**src/rtl/core/rcdm_pkg.sv**
```systemverilog
// Package: widths, codes and constants shared by the row difference metric files
`timescale 1ns / 1ps

package rcdm_pkg;

    // Row geometry and pixel width
    localparam int ROW_MAX    = 4096;
    localparam int PIX_W      = 16;
    localparam int LOG_ROW    = $clog2(ROW_MAX);
    localparam int CNT_W      = $clog2(ROW_MAX + 1);
    localparam int MIN_PIX    = 2;

    // Accumulator widths (never wrap for a full row)
    localparam int SUM_W      = PIX_W + LOG_ROW;
    localparam int SQ_W       = 2 * PIX_W + LOG_ROW;

    // End-of-row arithmetic
    localparam int SQ_SHIFT   = 18;
    localparam int MEAN_SHIFT = 8;
    localparam int SCALE_W    = 7;
    localparam int METRIC_SCALE = 100;
    localparam int Q1_W       = SQ_W + SQ_SHIFT;
    localparam int ROOT_W     = (Q1_W + 1) / 2;
    localparam int RAD_W      = 2 * ROOT_W;
    localparam int PROD_W     = ROOT_W + CNT_W;
    localparam int PROD2_W    = PROD_W + SCALE_W;
    localparam int MNUM_W     = SUM_W + MEAN_SHIFT;
    localparam int DEN_W      = SUM_W + 1;
    localparam int REM_W      = (DEN_W > ROOT_W + 1) ? DEN_W : ROOT_W + 1;
    localparam int TRIAL_W    = REM_W + 2;
    localparam int WORK_A_W   = (RAD_W > PROD2_W) ? RAD_W : PROD2_W;
    localparam int WORK_W     = (WORK_A_W > MNUM_W) ? WORK_A_W : MNUM_W;
    localparam int STEP_W     = $clog2(WORK_W + 1);

    // Result field widths
    localparam int METRIC_W   = 32;
    localparam int MEAN_W     = 24;
    localparam int FAULT_W    = 2;
    localparam int FMT_W      = 2;

    // Pixel format register codes
    localparam logic [FMT_W-1:0] FMT_GRAY8 = 2'd0;
    localparam logic [FMT_W-1:0] FMT_LE16  = 2'd1;
    localparam logic [FMT_W-1:0] FMT_BE16  = 2'd2;

    // Fault codes
    localparam logic [FAULT_W-1:0] FLT_OK    = 2'd0;
    localparam logic [FAULT_W-1:0] FLT_SHORT = 2'd1;
    localparam logic [FAULT_W-1:0] FLT_ZERO  = 2'd2;
    localparam logic [FAULT_W-1:0] FLT_LONG  = 2'd3;

    // Largest legal mean in Q8
    localparam logic [MEAN_W-1:0] MEAN_MAX = 24'hFFFF00;

endpackage

```
**src/rtl/core/row_column_difference_metric.sv**
```systemverilog
// Top level: row neighbor-difference metric with a shared divide/square-root unit
`timescale 1ns / 1ps

// Channel     Direction  Handshake                  Payload
// pixel in    in         i_in_valid / o_in_ready    i_pixel_word, i_last_in_row
// result out  out        o_out_valid / i_out_ready  o_col_diff_q8, o_row_mean_q8, o_fault
// config      in         i_cfg_we (no wait)         i_cfg_data (pixel format)
//
// Pixels that are not last in a row are taken at one per cycle.
// A last pixel starts the end-of-row pass on one shared compare/subtract unit:
// a check, Q1_W-bit divide, ROOT_W-bit root, two multiply states, PROD2_W-bit divide,
// a metric load, an MNUM_W-bit divide and a done state; a fault goes check to done.
// The result register holds its request while i_out_ready is low; the end-of-row
// pass waits in its last state until that register is free. Reset is synchronous.

module row_column_difference_metric (
    input  logic                          i_clk,
    input  logic                          i_rst_n,
    input  logic                          i_in_valid,
    output logic                          o_in_ready,
    input  logic [rcdm_pkg::PIX_W-1:0]    i_pixel_word,
    input  logic                          i_last_in_row,
    output logic                          o_out_valid,
    input  logic                          i_out_ready,
    output logic [rcdm_pkg::METRIC_W-1:0] o_col_diff_q8,
    output logic [rcdm_pkg::MEAN_W-1:0]   o_row_mean_q8,
    output logic [rcdm_pkg::FAULT_W-1:0]  o_fault,
    input  logic                          i_cfg_we,
    input  logic [rcdm_pkg::FMT_W-1:0]    i_cfg_data
);
    import rcdm_pkg::*;

    // Sequencer codes
    localparam logic [3:0] S_ACC  = 4'd0;
    localparam logic [3:0] S_CHK  = 4'd1;
    localparam logic [3:0] S_DIV1 = 4'd2;
    localparam logic [3:0] S_SQRT = 4'd3;
    localparam logic [3:0] S_MUL1 = 4'd4;
    localparam logic [3:0] S_MUL2 = 4'd5;
    localparam logic [3:0] S_DIVM = 4'd6;
    localparam logic [3:0] S_MLD  = 4'd7;
    localparam logic [3:0] S_DIVA = 4'd8;
    localparam logic [3:0] S_DONE = 4'd9;

    // Control and accumulator state
    logic [3:0]          r_state, n_state;
    logic [FMT_W-1:0]    r_fmt;
    logic [CNT_W-1:0]    r_count, n_count;
    logic [PIX_W-1:0]    r_prev, n_prev;
    logic [SUM_W-1:0]    r_sum, n_sum;
    logic [SQ_W-1:0]     r_sq, n_sq;
    logic                r_ovf, n_ovf;
    logic                r_out_valid, n_out_valid;

    // Datapath registers
    logic [WORK_W-1:0]   r_work, n_work;
    logic [REM_W-1:0]    r_rem, n_rem;
    logic [DEN_W-1:0]    r_den, n_den;
    logic [ROOT_W-1:0]   r_root, n_root;
    logic [STEP_W-1:0]   r_cnt, n_cnt;
    logic [PROD_W-1:0]   r_prod, n_prod;
    logic [METRIC_W-1:0] r_metric, n_metric;
    logic [FAULT_W-1:0]  r_fault, n_fault;
    logic [METRIC_W-1:0] r_o_metric, n_o_metric;
    logic [MEAN_W-1:0]   r_o_mean, n_o_mean;
    logic [FAULT_W-1:0]  r_o_fault, n_o_fault;

    // Combinational helpers
    logic                in_acc;
    logic [PIX_W-1:0]    pix;
    logic [PIX_W-1:0]    diff_abs;
    logic [2*PIX_W-1:0]  diff_sq;
    logic                sqrt_mode;
    logic [TRIAL_W-1:0]  trial, subtr, trial_diff;
    logic                trial_ge;
    logic [PROD2_W-1:0]  prod2;

    assign in_acc = i_in_valid && o_in_ready;

    // Byte order of the incoming word
    always_comb begin
        case (r_fmt)
            FMT_GRAY8: pix = {8'd0, i_pixel_word[7:0]};
            FMT_BE16:  pix = {i_pixel_word[7:0], i_pixel_word[15:8]};
            default:   pix = i_pixel_word;
        endcase
    end

    // Neighbor difference squared
    assign diff_abs = (pix >= r_prev) ? (pix - r_prev) : (r_prev - pix);
    assign diff_sq  = diff_abs * diff_abs;

    // Shared compare/subtract unit: restoring divide or digit-by-digit root
    assign sqrt_mode  = (r_state == S_SQRT);
    assign trial      = sqrt_mode ? {r_rem, r_work[WORK_W-1 -: 2]}
                                  : {1'b0, r_rem, r_work[WORK_W-1]};
    assign subtr      = sqrt_mode ? TRIAL_W'({r_root, 2'b01}) : TRIAL_W'(r_den);
    assign trial_ge   = (trial >= subtr);
    assign trial_diff = trial - subtr;

    // Scale of the root-times-count product
    assign prod2 = PROD2_W'(r_prod) * PROD2_W'(METRIC_SCALE);

    // Sequencer and datapath next state
    always_comb begin
        n_state     = r_state;
        n_count     = r_count;
        n_prev      = r_prev;
        n_sum       = r_sum;
        n_sq        = r_sq;
        n_ovf       = r_ovf;
        n_out_valid = r_out_valid;
        n_work      = r_work;
        n_rem       = r_rem;
        n_den       = r_den;
        n_root      = r_root;
        n_cnt       = r_cnt;
        n_prod      = r_prod;
        n_metric    = r_metric;
        n_fault     = r_fault;
        n_o_metric  = r_o_metric;
        n_o_mean    = r_o_mean;
        n_o_fault   = r_o_fault;

        // result taken
        if (r_out_valid && i_out_ready) begin
            n_out_valid = 1'b0;
        end

        case (r_state)
            S_ACC: begin
                if (in_acc) begin
                    if (r_count >= CNT_W'(ROW_MAX)) begin
                        n_ovf = 1'b1;
                    end else begin
                        if (r_count != '0) begin
                            n_sq = r_sq + SQ_W'(diff_sq);
                        end
                        n_sum   = r_sum + SUM_W'(pix);
                        n_prev  = pix;
                        n_count = r_count + CNT_W'(1);
                    end
                    if (i_last_in_row) begin
                        n_state = S_CHK;
                    end
                end
            end
            S_CHK: begin
                if (r_ovf) begin
                    n_fault = FLT_LONG;
                    n_state = S_DONE;
                end else if (r_count < CNT_W'(MIN_PIX)) begin
                    n_fault = FLT_SHORT;
                    n_state = S_DONE;
                end else if (r_sum == '0) begin
                    n_fault = FLT_ZERO;
                    n_state = S_DONE;
                end else begin
                    // S * 2^18 / (n - 1), dividend left aligned
                    n_fault = FLT_OK;
                    n_work  = WORK_W'({r_sq, SQ_SHIFT'(0)}) << (WORK_W - Q1_W);
                    n_den   = DEN_W'(r_count - CNT_W'(1));
                    n_rem   = '0;
                    n_cnt   = STEP_W'(Q1_W);
                    n_state = S_DIV1;
                end
            end
            S_DIV1, S_DIVM, S_DIVA: begin
                n_rem  = trial_ge ? trial_diff[REM_W-1:0] : trial[REM_W-1:0];
                n_work = {r_work[WORK_W-2:0], trial_ge};
                n_cnt  = r_cnt - STEP_W'(1);
                if (r_cnt == STEP_W'(1)) begin
                    case (r_state)
                        S_DIV1: begin
                            // quotient is the radicand
                            n_rem   = '0;
                            n_root  = '0;
                            n_cnt   = STEP_W'(ROOT_W);
                            n_state = S_SQRT;
                        end
                        S_DIVM:  n_state = S_MLD;
                        default: n_state = S_DONE;
                    endcase
                end
            end
            S_SQRT: begin
                n_rem  = trial_ge ? trial_diff[REM_W-1:0] : trial[REM_W-1:0];
                n_work = {r_work[WORK_W-3:0], 2'b00};
                n_root = {r_root[ROOT_W-2:0], trial_ge};
                n_cnt  = r_cnt - STEP_W'(1);
                if (r_cnt == STEP_W'(1)) begin
                    n_state = S_MUL1;
                end
            end
            S_MUL1: begin
                n_prod  = PROD_W'(r_root) * PROD_W'(r_count);
                n_state = S_MUL2;
            end
            S_MUL2: begin
                // 100 * r * n / (2 * sum)
                n_work  = WORK_W'(prod2) << (WORK_W - PROD2_W);
                n_den   = {r_sum, 1'b0};
                n_rem   = '0;
                n_cnt   = STEP_W'(PROD2_W);
                n_state = S_DIVM;
            end
            S_MLD: begin
                // saturate metric, then sum * 256 / n
                n_metric = (|r_work[PROD2_W-1:METRIC_W]) ? '1 : r_work[METRIC_W-1:0];
                n_work   = WORK_W'({r_sum, MEAN_SHIFT'(0)}) << (WORK_W - MNUM_W);
                n_den    = DEN_W'(r_count);
                n_rem    = '0;
                n_cnt    = STEP_W'(MNUM_W);
                n_state  = S_DIVA;
            end
            S_DONE: begin
                if (!r_out_valid || i_out_ready) begin
                    n_out_valid = 1'b1;
                    n_o_fault   = r_fault;
                    n_o_metric  = (r_fault == FLT_OK) ? r_metric : '0;
                    n_o_mean    = (r_fault == FLT_OK) ? r_work[MEAN_W-1:0] : '0;
                    n_count     = '0;
                    n_prev      = '0;
                    n_sum       = '0;
                    n_sq        = '0;
                    n_ovf       = 1'b0;
                    n_state     = S_ACC;
                end
            end
            default: n_state = S_ACC;
        endcase
    end

    // Control registers
    always_ff @(posedge i_clk) begin
        if (!i_rst_n) begin
            r_state     <= S_ACC;
            r_fmt       <= FMT_LE16;
            r_count     <= '0;
            r_prev      <= '0;
            r_sum       <= '0;
            r_sq        <= '0;
            r_ovf       <= 1'b0;
            r_out_valid <= 1'b0;
        end else begin
            r_state     <= n_state;
            r_count     <= n_count;
            r_prev      <= n_prev;
            r_sum       <= n_sum;
            r_sq        <= n_sq;
            r_ovf       <= n_ovf;
            r_out_valid <= n_out_valid;
            if (i_cfg_we) begin
                r_fmt <= i_cfg_data;
            end
        end
    end

    // Datapath registers
    always_ff @(posedge i_clk) begin
        r_work     <= n_work;
        r_rem      <= n_rem;
        r_den      <= n_den;
        r_root     <= n_root;
        r_cnt      <= n_cnt;
        r_prod     <= n_prod;
        r_metric   <= n_metric;
        r_fault    <= n_fault;
        r_o_metric <= n_o_metric;
        r_o_mean   <= n_o_mean;
        r_o_fault  <= n_o_fault;
    end

    assign o_in_ready    = (r_state == S_ACC);
    assign o_out_valid   = r_out_valid;
    assign o_col_diff_q8 = r_o_metric;
    assign o_row_mean_q8 = r_o_mean;
    assign o_fault       = r_o_fault;

endmodule

```
**config.mk**
```make
export PLATFORM = sky130hd
export DESIGN_NAME = row_column_difference_metric
export DESIGN_NICKNAME = d
export VERILOG_FILES = /design/src/rtl/core/rcdm_pkg.sv /design/src/rtl/core/row_column_difference_metric.sv
export SDC_FILE = /design/constraint.sdc
export NUM_CORES = 2
export LEC_CHECK = 0
export BUFFER_PORTS_ARGS = -buffer_cell sky130_fd_sc_hd__buf_4
export CORE_MARGIN = 5
export CORE_UTILIZATION = 34
export CTS_CLUSTER_SIZE = 16
export DETAILED_ROUTE_END_ITERATION = 10
export GPL_ROUTABILITY_DRIVEN = 0
export PLACE_DENSITY = 0.57
export SLEW_MARGIN = 20
export SYNTH_ARGS = -nofsm -noshare
export SYNTH_HDL_FRONTEND = slang
export SYNTH_SLANG_ARGS = --single-unit
```
**constraint.sdc**
```tcl
create_clock -name i_clk -period 22 [get_ports i_clk]
set_input_delay 1.1 -clock i_clk [delete_from_list [all_inputs] [get_ports i_clk]]
set_output_delay 1.1 -clock i_clk [all_outputs]
set_load 0.05 [all_outputs]
```
==> results.cfg <==
[sta]
fin_skew_ns = 0.0371
worstMarginPinSlew_ns = 1.07
finalSetupViolations = 0
relSlewSlack_pct = 28.6
max_freq_mhz = 94.9
hold_viol = 0
rsz0062_at_grt = false
fin_crit_sh_pct = 47.9
setup-tns-final_ns = 0
drv_slew = 0
period_minus_slack_ns = 10.53
setup_slack_ns = 11.47

[routing]
drc = 0
vias = 36600
drtPass1Iterations = 8
ant_nets = 0
wl_per_cell_um = 18.5
drt_iter0_markers = 2951
wirelength_um = 131000
vias_per_cell = 5.16

[clock_network]
cts_htree_levels = 2
cts_resized = 0
cts.sinks = 405
worstSkewPairLatency_ns = 0.64
cts.hold.buffers_added = 0
cts.clk_slew.worst_paths_ns = 0.06
cts_buffer_depth = 3
clock-root-buffer = clkbuf_16
cts_made_buffers = 50
cts_tree = yes
post_cts_buffers = 0

[setup_path]
arrival_ns = 11.08
start_kind = flop
crit_type = flop to flop
path_max_fanout = 16
slowest_stage = fa_1
cp_common_cell = fa_1
cp_top_family = adder cells
max_stage_delay_ns = 0.54
cp-end-kind = flop
worst_ep_required_time_ns = 22.55
critPathBufInv = 6

[grt]
grt_pass1_wl_um = 211000
antenna_found_initial = 2
grt_max_degree = 67
grt_pass1_vias = 36900
grt_overflow = 0
grt_util_all_layers_pct = 17.8

[yosys]
ys_seq_area_share_pct = 23.3
synth-edff-count = 296
syn-num-nets = 6235
synth_cell_types = 97
synthCells = 5236
syn_avg_cell_area_um2 = 9.09
ys_ff_latch = 405
synth-main-ff-cell = edfxtp_1
async_flop_share_pct = 0
yosysWarnings = 0
netlist_area_mm2 = 0.0476

[place]
place_ws_ns = 11.23
dp_hpwl_um = 101000
portBuffers = 83

[final_layout]
nets = 6176
drive_above_1_share_pct = 5.82
antennaDiodeCount = 0
final_core_util_pct = 37.2
area_growth_pct = 8.90
final_common_cell = inv_1
mostFrequentLayoutCells = inv_1, nand2_1, fa_1

[job]
max-cap-violations = 0

[floorplan]
core_region_area_mm2 = 0.139
io_pins = 84
die_w_um = 384
fp.dieArea_mm2 = 0.148
num_rows = 137
start_util_pct = 34.1
die_h_um = 384

[status]
status = finished clean

[min_path]
min_path_type = flop to flop
==> logic make-up (layout without fill, tap and decap cells) <==
family                   after synthesis  count (layout)  share of synthesized area [%]
adder cells (fa/ha/maj)              975             975                           34.4
AND/OR/NAND/NOR                     1625            1625                           16.4
AO/OA/AOI/OAI                        903             903                           13.0
XOR/XNOR                             158             158                           2.94
buffers and inverters               1121            1104                           8.95
multiplexers                          49              49                           1.05
flip-flops                           405             405                           23.3
==> tightest hold or removal path, cell delays in order (launching register included) <==
cell      delay (ns)
dfxtp_1         0.31
nand2_1         0.05
a21boi_0        0.07
==> cell type report <==
cell class / count / area, um^2
Timing Repair Buffer: 139 / 1040
Tap cell: 1876 / 2350
Fill cell: 14100 / 87500
Multi-Input combinational cell: 3710 / 32300
Inverter: 871 / 3270
Clock buffer: 67 / 1400
Sequential cell: 405 / 11100
Clock inverter: 27 / 332
==> routing by layer <==
metal,vias to the layer above,part of all wire [%],track usage (%)
met3,151,5.7,2.20
met5,-,0,0
met4,0,2.0,3.59
li1,17200,-,-
met2,984,46,29.0
met1,18300,46,25.5
==> cells in the mapped netlist, drive strengths merged, types with 7 or more instances <==
cell     instances  area share, %
dfxtp          109            4.6
nand4           37           0.50
o211ai          31           0.50
buf             52           0.52
or2             24           0.32
clkbuf         198            1.6
ha             419             11
a22o            22           0.40
nor2           267            2.1
a21oi          221            2.4
o221ai           7           0.13
a211oi          37           0.59
a21o           121            1.9
a21boi          30           0.47
fa             556             23
mux2i           46           0.98
o31ai           20           0.32
o21bai          25           0.39
xnor2           91            1.7
a31oi           35           0.46
xor2            67            1.2
nor2b           47           0.62
nand2b          60           0.79
a222oi          46           0.97
and3            29           0.38
and2           282            3.7
a31o             9           0.17
o41ai           11           0.20
o21a            43           0.68
and4            12           0.22
o21ai          139            1.5
nor3            74           0.79
a22oi           34           0.55
or4             12           0.20
a221oi           7           0.14
nand3           68           0.72
o311ai          10           0.20
edfxtp         296             19
a2111oi          9           0.21
nand2          655            5.2
or3             25           0.33
inv            870            6.9
nor4            21           0.28
==> per-stage QoR <==
step | instances | hold WS, ns | instance area, um^2
after floorplan | 5236 | 0.427 | 47600
after global placement | 7001 | 0.452 | 50100
after detailed placement | 7001 | 0.462 | 50100
after CTS | 7095 | 0.470 | 51800
after global routing | 7095 | 0.491 | 51800
final | 7095 | 0.472 | 51800
==> sequential cells by signal, summed over array words and instances, names as in the netlist, 13 cells and up <==
name and count:
o_col_diff_q8 32, r_sum 28, r_work 62, r_root 31, r_den 29, r_sq 44, r_prev 16, r_metric 32
r_prod 44, r_rem 32, r_count 13, o_row_mean_q8 24
==> path summary, 6_finish.rpt <==
check                    end       start  slack (ns)  cells past startpoint
setup reg to reg    r_sq[36]    r_fmt[0]       11.47                     35
hold / removal    r_prev[15]  r_prev[15]        0.47                      2
hold reg to reg   r_prev[15]  r_prev[15]        0.47                      2
setup / recovery    r_sq[36]    r_fmt[0]       11.47                     35
Power is not shown: default switching activity piles up to over one toggle a cycle in this logic, so the estimate is an artifact.
